===== config.mk =====
export PLATFORM = sky130hd
export DESIGN_NAME = range_partition_owner_lookup_top
export DESIGN_NICKNAME = d
export VERILOG_FILES = /design/src/sv/rpol_pkg.sv /design/src/sv/rpol_cell.sv /design/src/sv/range_partition_owner_lookup_top.sv
export SDC_FILE = /design/constraint.sdc
export NUM_CORES = 2
export LEC_CHECK = 0
export BUFFER_PORTS_ARGS = -buffer_cell sky130_fd_sc_hd__buf_4
export CORE_MARGIN = 2
export CORE_UTILIZATION = 41
export CTS_BUF_LIST = sky130_fd_sc_hd__clkbuf_2 sky130_fd_sc_hd__clkbuf_4 sky130_fd_sc_hd__clkbuf_8
export DETAILED_ROUTE_END_ITERATION = 12
export MAX_ROUTING_LAYER = met4
export PLACE_DENSITY = 0.61
export SETUP_SLACK_MARGIN = 0.4
export SLEW_MARGIN = 20
export SYNTH_ARGS = -nofsm -noshare
export SYNTH_HDL_FRONTEND = slang
export SYNTH_SLANG_ARGS = --single-unit

===== constraint.sdc =====
create_clock -name clk -period 6.1 [get_ports clk]
set_input_delay 0.61 -clock clk [delete_from_list [all_inputs] [get_ports clk]]
set_output_delay 0.61 -clock clk [all_outputs]
set_load 0.01 [all_outputs]

===== src/sv/rpol_pkg.sv =====
// ---------------------------------------------------------------------------
// Range partition owner lookup: shared package
// Sizes, operation codes, the control state encoding and the structures
// that pass between the controller and the row of boundary cells.
// ---------------------------------------------------------------------------
`timescale 1ns / 1ps
`default_nettype none

package rpol_pkg;

	// Table geometry: one cell per boundary, one boundary more than ranks.
	localparam int MAX_RANKS   = 16;
	localparam int NUM_ENTRIES = MAX_RANKS + 1;
	localparam int ROW_WIDTH   = 24;
	localparam int IDX_W       = $clog2(NUM_ENTRIES);
	localparam int RANK_W      = 5;
	localparam int OWNER_W     = 4;
	localparam int QRANK_W     = 8;
	localparam int OUT_ROW_W   = 23;

	// Operation codes carried with every input item.
	localparam logic [1:0] OP_CLEAR  = 2'd0;
	localparam logic [1:0] OP_LOAD   = 2'd1;
	localparam logic [1:0] OP_COMMIT = 2'd2;
	localparam logic [1:0] OP_QUERY  = 2'd3;

	// Controller states, one-hot.
	typedef enum logic [2:0] {
		ST_IDLE = 3'b001,
		ST_EVAL = 3'b010,
		ST_DONE = 3'b100
	} state_t;

	// Command broadcast to every cell.
	typedef struct packed {
		logic                        clear;
		logic                        load;
		logic [IDX_W-1:0]            index;
		logic signed [ROW_WIDTH-1:0] value;
		logic signed [ROW_WIDTH-1:0] equation;
	} cell_cmd_t;

	// Per-cell compare results, registered inside the cell.
	typedef struct packed {
		logic order_ok;
		logic above_eq;
	} cell_flags_t;

endpackage

`default_nettype wire


===== src/sv/rpol_cell.sv =====
// ---------------------------------------------------------------------------
// Range partition owner lookup: boundary cell
// Holds one boundary entry, hands it to the previous cell every cycle and
// registers the local ordering and equation compares.
// ---------------------------------------------------------------------------
`timescale 1ns / 1ps
`default_nettype none

module rpol_cell (
	input  wire logic                                  clk,
	input  wire logic                                  arst_n,
	input  wire logic [rpol_pkg::IDX_W-1:0]            cell_index,
	input  wire rpol_pkg::cell_cmd_t                   cmd,
	input  wire logic signed [rpol_pkg::ROW_WIDTH-1:0] next_entry,
	output logic signed [rpol_pkg::ROW_WIDTH-1:0]      entry,
	output rpol_pkg::cell_flags_t                      flags
);

	logic signed [rpol_pkg::ROW_WIDTH-1:0] entry_q;
	rpol_pkg::cell_flags_t                 flags_s1;

	// Boundary storage: cleared as a whole, written when the index matches.
	always_ff @(posedge clk or negedge arst_n) begin
		if (!arst_n) begin
			entry_q <= '0;
		end else if (cmd.clear) begin
			entry_q <= '0;
		end else if (cmd.load && (cmd.index == cell_index)) begin
			entry_q <= cmd.value;
		end
	end

	// Local compares against the neighbor's entry and the asked equation.
	always_ff @(posedge clk) begin
		flags_s1.order_ok <= (entry_q >= 0) && (entry_q <= next_entry);
		flags_s1.above_eq <= entry_q > $signed(cmd.equation);
	end

	assign entry = entry_q;
	assign flags = flags_s1;

endmodule

`default_nettype wire


===== src/sv/range_partition_owner_lookup_top.sv =====
// ---------------------------------------------------------------------------
// Range partition owner lookup: top level
// Keeps a table of block boundaries in a row of cells, validates it on
// commit and answers owner and row range queries.
// ---------------------------------------------------------------------------
// Usage:
//   Items enter on the s_ stream; s_tuser carries the operation (clear,
//   load boundary, commit, query) and s_tdata the operands. Every item
//   gives exactly one result transfer on the m_ stream.
//   The register num_ranks is written through cfg_wen / cfg_wdata; the
//   user must write it only while the block is idle (the block itself
//   does not enforce this); it is sampled when a commit runs.
//   One item is processed at a time. After its transfer the item is
//   broadcast and the cells register their compares, then the cell flags
//   are reduced into the output register. s_tready rises together with
//   the write of the result.
//   If the receiver stalls, the finished result waits in the output
//   register and the next item may already be accepted; its result then
//   waits in the reduce step until the output register frees.
//   Reset clears the boundary table, the valid flag, the latched rank
//   count and total, sets num_ranks to one and empties the output.
// ---------------------------------------------------------------------------
`timescale 1ns / 1ps
`default_nettype none

module range_partition_owner_lookup_top (
	input  wire logic        clk,
	input  wire logic        arst_n,
	input  wire logic        cfg_wen,
	input  wire logic [4:0]  cfg_wdata,
	input  wire logic        s_tvalid,
	output logic             s_tready,
	// boundary_index[4:0], boundary_value[28:5], equation[52:29],
	// query_rank[60:53], zero pad[63:61]
	input  wire logic [63:0] s_tdata,
	// op[1:0]
	input  wire logic [1:0]  s_tuser,
	output logic             m_tvalid,
	input  wire logic        m_tready,
	// partition_valid[0], owner_found[1], owner_rank[5:2], range_found[6],
	// row_begin[29:7], row_end[52:30], zero pad[55:53]
	output logic [55:0]      m_tdata
);

	localparam int NE = rpol_pkg::NUM_ENTRIES;
	localparam int RW = rpol_pkg::ROW_WIDTH;

	rpol_pkg::state_t state_q;

	logic [rpol_pkg::RANK_W-1:0]    num_ranks_q;
	logic [1:0]                     op_q;
	logic [rpol_pkg::IDX_W-1:0]     bidx_q;
	logic signed [RW-1:0]           bval_q;
	logic signed [RW-1:0]           eq_q;
	logic [rpol_pkg::QRANK_W-1:0]   qrank_q;

	logic                           table_valid_q;
	logic [rpol_pkg::RANK_W-1:0]    committed_q;
	logic signed [RW-1:0]           total_q;

	logic                           eq_ok_s1;
	logic                           range_ok_s1;
	logic [rpol_pkg::IDX_W-1:0]     blk_s1;

	logic                           out_valid_q;
	logic [55:0]                    out_data_q;

	rpol_pkg::cell_cmd_t            cmd;
	logic signed [RW-1:0]           entry [NE];
	rpol_pkg::cell_flags_t          flags [NE];

	logic                           accept;
	logic                           leave_done;
	logic                           commit_ok;
	logic signed [RW-1:0]           commit_total;
	logic [rpol_pkg::OWNER_W-1:0]   owner;
	logic                           res_valid;
	logic                           res_owner_found;
	logic [rpol_pkg::OWNER_W-1:0]   res_owner;
	logic                           res_range_found;
	logic [rpol_pkg::OUT_ROW_W-1:0] res_begin;
	logic [rpol_pkg::OUT_ROW_W-1:0] res_end;

	assign accept     = s_tvalid && s_tready;
	assign s_tready   = (state_q == rpol_pkg::ST_IDLE);
	assign leave_done = (state_q == rpol_pkg::ST_DONE) && (!out_valid_q || m_tready);

	// Configuration register.
	always_ff @(posedge clk or negedge arst_n) begin
		if (!arst_n) begin
			num_ranks_q <= rpol_pkg::RANK_W'(1);
		end else if (cfg_wen) begin
			num_ranks_q <= cfg_wdata;
		end
	end

	// Item register, captured on the input transfer.
	always_ff @(posedge clk) begin
		if (accept) begin
			op_q    <= s_tuser;
			bidx_q  <= s_tdata[4:0];
			bval_q  <= s_tdata[28:5];
			eq_q    <= s_tdata[52:29];
			qrank_q <= s_tdata[60:53];
		end
	end

	// Sequencer: idle, broadcast to the cells, reduce into the output.
	always_ff @(posedge clk or negedge arst_n) begin
		if (!arst_n) begin
			state_q <= rpol_pkg::ST_IDLE;
		end else begin
			case (state_q)
				rpol_pkg::ST_IDLE: begin
					if (accept) state_q <= rpol_pkg::ST_EVAL;
				end
				rpol_pkg::ST_EVAL: begin
					state_q <= rpol_pkg::ST_DONE;
				end
				rpol_pkg::ST_DONE: begin
					if (leave_done) state_q <= rpol_pkg::ST_IDLE;
				end
				default: begin
					state_q <= rpol_pkg::ST_IDLE;
				end
			endcase
		end
	end

	// Command broadcast; the table only changes during the broadcast cycle.
	always_comb begin
		cmd.clear    = (state_q == rpol_pkg::ST_EVAL) && (op_q == rpol_pkg::OP_CLEAR);
		cmd.load     = (state_q == rpol_pkg::ST_EVAL) && (op_q == rpol_pkg::OP_LOAD);
		cmd.index    = bidx_q;
		cmd.value    = bval_q;
		cmd.equation = eq_q;
	end

	// Row of boundary cells, each fed by its upper neighbor; the top cell is fed by its own entry.
	for (genvar k = 0; k < NE; k++) begin : g_cell
		logic signed [RW-1:0] next_entry;
		if (k == NE - 1) begin : g_last
			assign next_entry = entry[k];
		end else begin : g_inner
			assign next_entry = entry[k+1];
		end
		rpol_cell u_cell (
			.clk        (clk),
			.arst_n     (arst_n),
			.cell_index (rpol_pkg::IDX_W'(k)),
			.cmd        (cmd),
			.next_entry (next_entry),
			.entry      (entry[k]),
			.flags      (flags[k])
		);
	end

	// Query preconditions, registered alongside the cell compares.
	always_ff @(posedge clk) begin
		eq_ok_s1    <= table_valid_q && (eq_q >= 0) && (eq_q < total_q);
		range_ok_s1 <= table_valid_q &&
			(qrank_q < {{(rpol_pkg::QRANK_W - rpol_pkg::RANK_W){1'b0}}, committed_q});
		if (qrank_q == '0) begin
			blk_s1 <= rpol_pkg::IDX_W'(committed_q - rpol_pkg::RANK_W'(1));
		end else begin
			blk_s1 <= rpol_pkg::IDX_W'(qrank_q[rpol_pkg::IDX_W-1:0] - rpol_pkg::IDX_W'(1));
		end
	end

	// Reduction of the cell flags: ordering check and owner priority pick.
	always_comb begin
		commit_ok = (num_ranks_q != '0) &&
			(num_ranks_q <= rpol_pkg::RANK_W'(rpol_pkg::MAX_RANKS));
		for (int k = 0; k < rpol_pkg::MAX_RANKS; k++) begin
			if ((rpol_pkg::RANK_W'(k) < num_ranks_q) && !flags[k].order_ok) commit_ok = 1'b0;
		end
		commit_total = commit_ok ? entry[num_ranks_q] : '0;
		owner = '0;
		for (int k = rpol_pkg::MAX_RANKS - 1; k >= 1; k--) begin
			if ((rpol_pkg::RANK_W'(k) < committed_q) && flags[k].above_eq) begin
				owner = rpol_pkg::OWNER_W'(k);
			end
		end
	end

	// Result fields for the item in the reduce step.
	always_comb begin
		res_valid       = table_valid_q;
		res_owner_found = 1'b0;
		res_owner       = '0;
		res_range_found = 1'b0;
		res_begin       = '0;
		res_end         = '0;
		case (op_q)
			rpol_pkg::OP_COMMIT: begin
				res_valid = commit_ok;
			end
			rpol_pkg::OP_QUERY: begin
				res_owner_found = eq_ok_s1;
				res_owner       = eq_ok_s1 ? owner : '0;
				res_range_found = range_ok_s1;
				if (range_ok_s1) begin
					res_begin = entry[blk_s1][rpol_pkg::OUT_ROW_W-1:0];
					res_end   = entry[rpol_pkg::IDX_W'(blk_s1 + 1'b1)][rpol_pkg::OUT_ROW_W-1:0];
				end
			end
			default: begin
				res_valid = table_valid_q;
			end
		endcase
	end

	// Partition state: dropped by clear, load and commit, set by a good commit.
	always_ff @(posedge clk or negedge arst_n) begin
		if (!arst_n) begin
			table_valid_q <= 1'b0;
			committed_q   <= '0;
			total_q       <= '0;
		end else if (state_q == rpol_pkg::ST_EVAL) begin
			if (op_q == rpol_pkg::OP_CLEAR || op_q == rpol_pkg::OP_COMMIT) begin
				table_valid_q <= 1'b0;
				committed_q   <= '0;
				total_q       <= '0;
			end else if (op_q == rpol_pkg::OP_LOAD) begin
				table_valid_q <= 1'b0;
			end
		end else if (leave_done && (op_q == rpol_pkg::OP_COMMIT) && commit_ok) begin
			table_valid_q <= 1'b1;
			committed_q   <= num_ranks_q;
			total_q       <= commit_total;
		end
	end

	// Output register: filled from the reduce step, emptied on transfer.
	always_ff @(posedge clk or negedge arst_n) begin
		if (!arst_n) begin
			out_valid_q <= 1'b0;
		end else if (leave_done) begin
			out_valid_q <= 1'b1;
		end else if (m_tready) begin
			out_valid_q <= 1'b0;
		end
	end

	always_ff @(posedge clk) begin
		if (leave_done) begin
			out_data_q <= {3'b000, res_end, res_begin, res_range_found, res_owner,
				res_owner_found, res_valid};
		end
	end

	assign m_tvalid = out_valid_q;
	assign m_tdata  = out_data_q;

endmodule

`default_nettype wire


==> reports/qor.yml <==
outcome: "finished clean"
async_flop_share_pct: 74.38
cts_made_buffers: 112
highest_layer: "met4"
hp-start: "m_tready"
fp-row-count: 129
gp_congestion: 1.061
yosys_warnings: 0
p_leak_nw: 24.24
postRouteAntennaNets: 0
yosysTopAreaCellShare_pct: 21.80
clkLatencyLatePin_ns: 0.89
wirelength_mm: 218.9
synth_common_cells: "nand2_1, ha_1, a21oi_1"
power-per-cell-area_mw_per_mm2: 318.9
clockBufferDepth: 3
tns_ns: 0
yosysUniqueCellTypes: 82
hold_end: "m_tvalid"
skew_ns: 0.07496
start_kind: "flip-flop"
dieHeight_um: 357.0
tightestPinTransition_ns: 1.281
wl_per_cell_um: 30.02
synth_ff_type: "dfrtp_1"
maxCapViolCount: 0
firstDrtPassIters: 8
clock.fmax_ghz: 0.2383
min_period_ns: 4.197
htree_levels: 3
final_area_mm2: 0.05701
fp.dieW_um: 357.0
synth-seq-cells: 601
drc_errors: 0
path_max_fanout: 24
gr-total-overflow: 0
wl_met3_mm: 23.29
syn2layout_area_growth_pct: 11.61
rsz0062_at_grt: "no"
dpl-instance-area_mm2: 0.05366
endpoint_kind: "flip-flop"
cts.sinks: 601
min_period_over_period_pct: 68.80
path_clk_slew_ns: 0.06
fillers: 11720
r2r_end: "total_q[4]"
vias_per_cell: 6.337
worst-r2r-cell-count: 8
synth.largest_area_cell: "dfrtp_1"
grt_pass1_wl_mm: 312.0
min_path_type: "primary input to flip-flop"
cts_tree: "done"
synth_edf_count: 116
syn-cell-area_mm2: 0.05108
drive_gt1_share_pct: 14.17
worstSetupPathType: "flip-flop to flip-flop"
core_mm2: 0.1236
synth.most_common_cell: "nand2_1"
worstPathRequired_ns: 6.84
track_usage_pct: 34.97
die_area_mm2: 0.1274
cts_root_buf: "clkbuf_8"
cts_resized: 0
antenna_found_initial: 10
num-nets-final: 6401
synth_seq_area_share_pct: 30.21
dr_wl_met2_mm: 92.38
hold_violations: 0
worst_ep_arrival_time_ns: 4.94
avgSynthCellArea_um2: 9.373
start_util_pct: 41.32
grt_pass1_vias: 42960
slew_headroom_pct: 13.87
port_buffers: 127
synthCells: 5450
critical_path.reg2reg.startpoint: "num_ranks_q[3]"
dp_hpwl_mm: 166.5
routed-via-count: 46200
setup_violations: 0
grt_start_max_net_pins: 163
ios: 134
drv_slew: 0
r2r_slack_ns: 1.90
holdPathStages: 3
drt-initial-drc-count: 5953
ir_drop_v: 0.0003773
synth_area_leaders: "dfrtp_1, ha_1, mux4_2"
drt-met1-wl_mm: 89.09
[state kept, by name (all words and copies together) (netlist names)]
name	count
table_valid_q	1
bidx_q	5
m_tdata	53
state_q	3
g_cell.u_cell.entry	408
qrank_q	8
bval_q	24
committed_q	5
blk_s1	5
m_tvalid	1
eq_q	24
op_q	2
eq_ok_s1	1
g_cell.u_cell.flags	31
range_ok_s1	1
total_q	24
num_ranks_q	5
[power by group]
part	internal (mW)	switching, mW
logic	2.77	5.22
registers	4.56	1.03
clock network	2.54	2.06
[through the flow]
stage	power [mW]	setup WS, ns	hold slack [ns]	std cells	util [%]
after detailed placement	13.12	2.131	0.4853	6998	43.40
after global placement	13.04	2.140	0.4777	6998	43.39
final	18.18	1.903	0.06839	7290	46.11
after floorplan	9.710	1.793	0.3144	5452	-
after global routing	18.85	1.836	0.04957	7290	46.11
after CTS	17.79	2.068	0.01082	7282	46.04
[cell families (layout without fill, tap and decap cells)]
logic type	after synthesis	count (layout)	share of synthesized area [%]
fa+ha+maj	776	776	19.01
flops	601	601	30.21
buf+inv	783	978	6.094
compound gates	1275	1275	15.41
simple gates	1629	1629	14.25
mux	376	376	14.86
other cells	1	9	0.007341
xor+xnor	9	9	0.1543
[placed cells by master (no fill, tap or decap), types with 13 or more instances in the layout]
cell	count
o21a_1	47
nor4_1	22
nand2b_1	19
dfxtp_1	35
mux2_2	24
nor3_1	72
o31ai_1	17
buf_4	212
a221oi_1	13
o22ai_1	40
a21oi_1	613
nor2_1	143
edfxtp_1	116
a21o_1	91
a2111oi_0	20
ha_1	775
inv_1	472
mux4_2	303
a211o_1	14
clkbuf_8	128
nand4_1	167
a32oi_1	24
dfrtp_1	442
nand2_1	998
nand3_1	67
clkinv_2	27
o211ai_1	77
nor2b_1	46
clkbuf_4	21
a22oi_1	31
mux2i_1	44
a31oi_1	18
clkinv_1	16
a211oi_1	59
o21ai_0	118
dlygate4sd3_1	72
[timing repair]
| action | in CTS | in global routing |
|---|---|---|
| hold buffers | 72 | 0 |
| hold endpoints to repair | 131 | 0 |
| setup buffers | 0 | 0 |
| endpoints found under the setup margin | 0 | 0 |
[per-layer routing]
layer | track usage [%] | vias up
met3 | 8.653 | 506
met1 | 46.20 | 22750
li1 | - | 20290
met2 | 48.96 | 2652
met4 | 19.15 | 0
met5 | - | -
[worst max-delay path by stage]
stage | start | end | slack, ns | cells past startpoint
2_1_floorplan | m_tready | total_q[19] | 1.79 | 7
6_report | num_ranks_q[3] | total_q[4] | 1.90 | 8
5_1_grt | num_ranks_q[3] | total_q[4] | 1.84 | 8
3_3_place_gp | num_ranks_q[3] | total_q[1] | 2.14 | 8
4_1_cts | num_ranks_q[3] | total_q[4] | 2.07 | 8
3_5_place_dp | num_ranks_q[3] | total_q[4] | 2.13 | 8
[worst max-delay path, stage by stage, from the launching register on]
cell       delay [ns]
dfrtp_1          0.72
buf_4            0.42
or4b_1           0.50
nand3_1          0.11
a311oi_1         0.25
nand4bb_1        0.73
o22ai_2          0.47
buf_4            0.44
mux2_2           0.39
[area by class of cell]
class,count,area (um^2),share of cell area [%]
Timing Repair Buffer,293,2490,4.367
Clock buffer,149,1919,3.366
Antenna cell,6,15.01,0.02633
Clock inverter,63,625.6,1.097
Tap cell,1637,2048,3.592
Multi-Input combinational cell,4068,32690,57.34
Sequential cell,601,15450,27.10
Inverter,473,1775,3.114
Power figures use the tool's default switching activity.
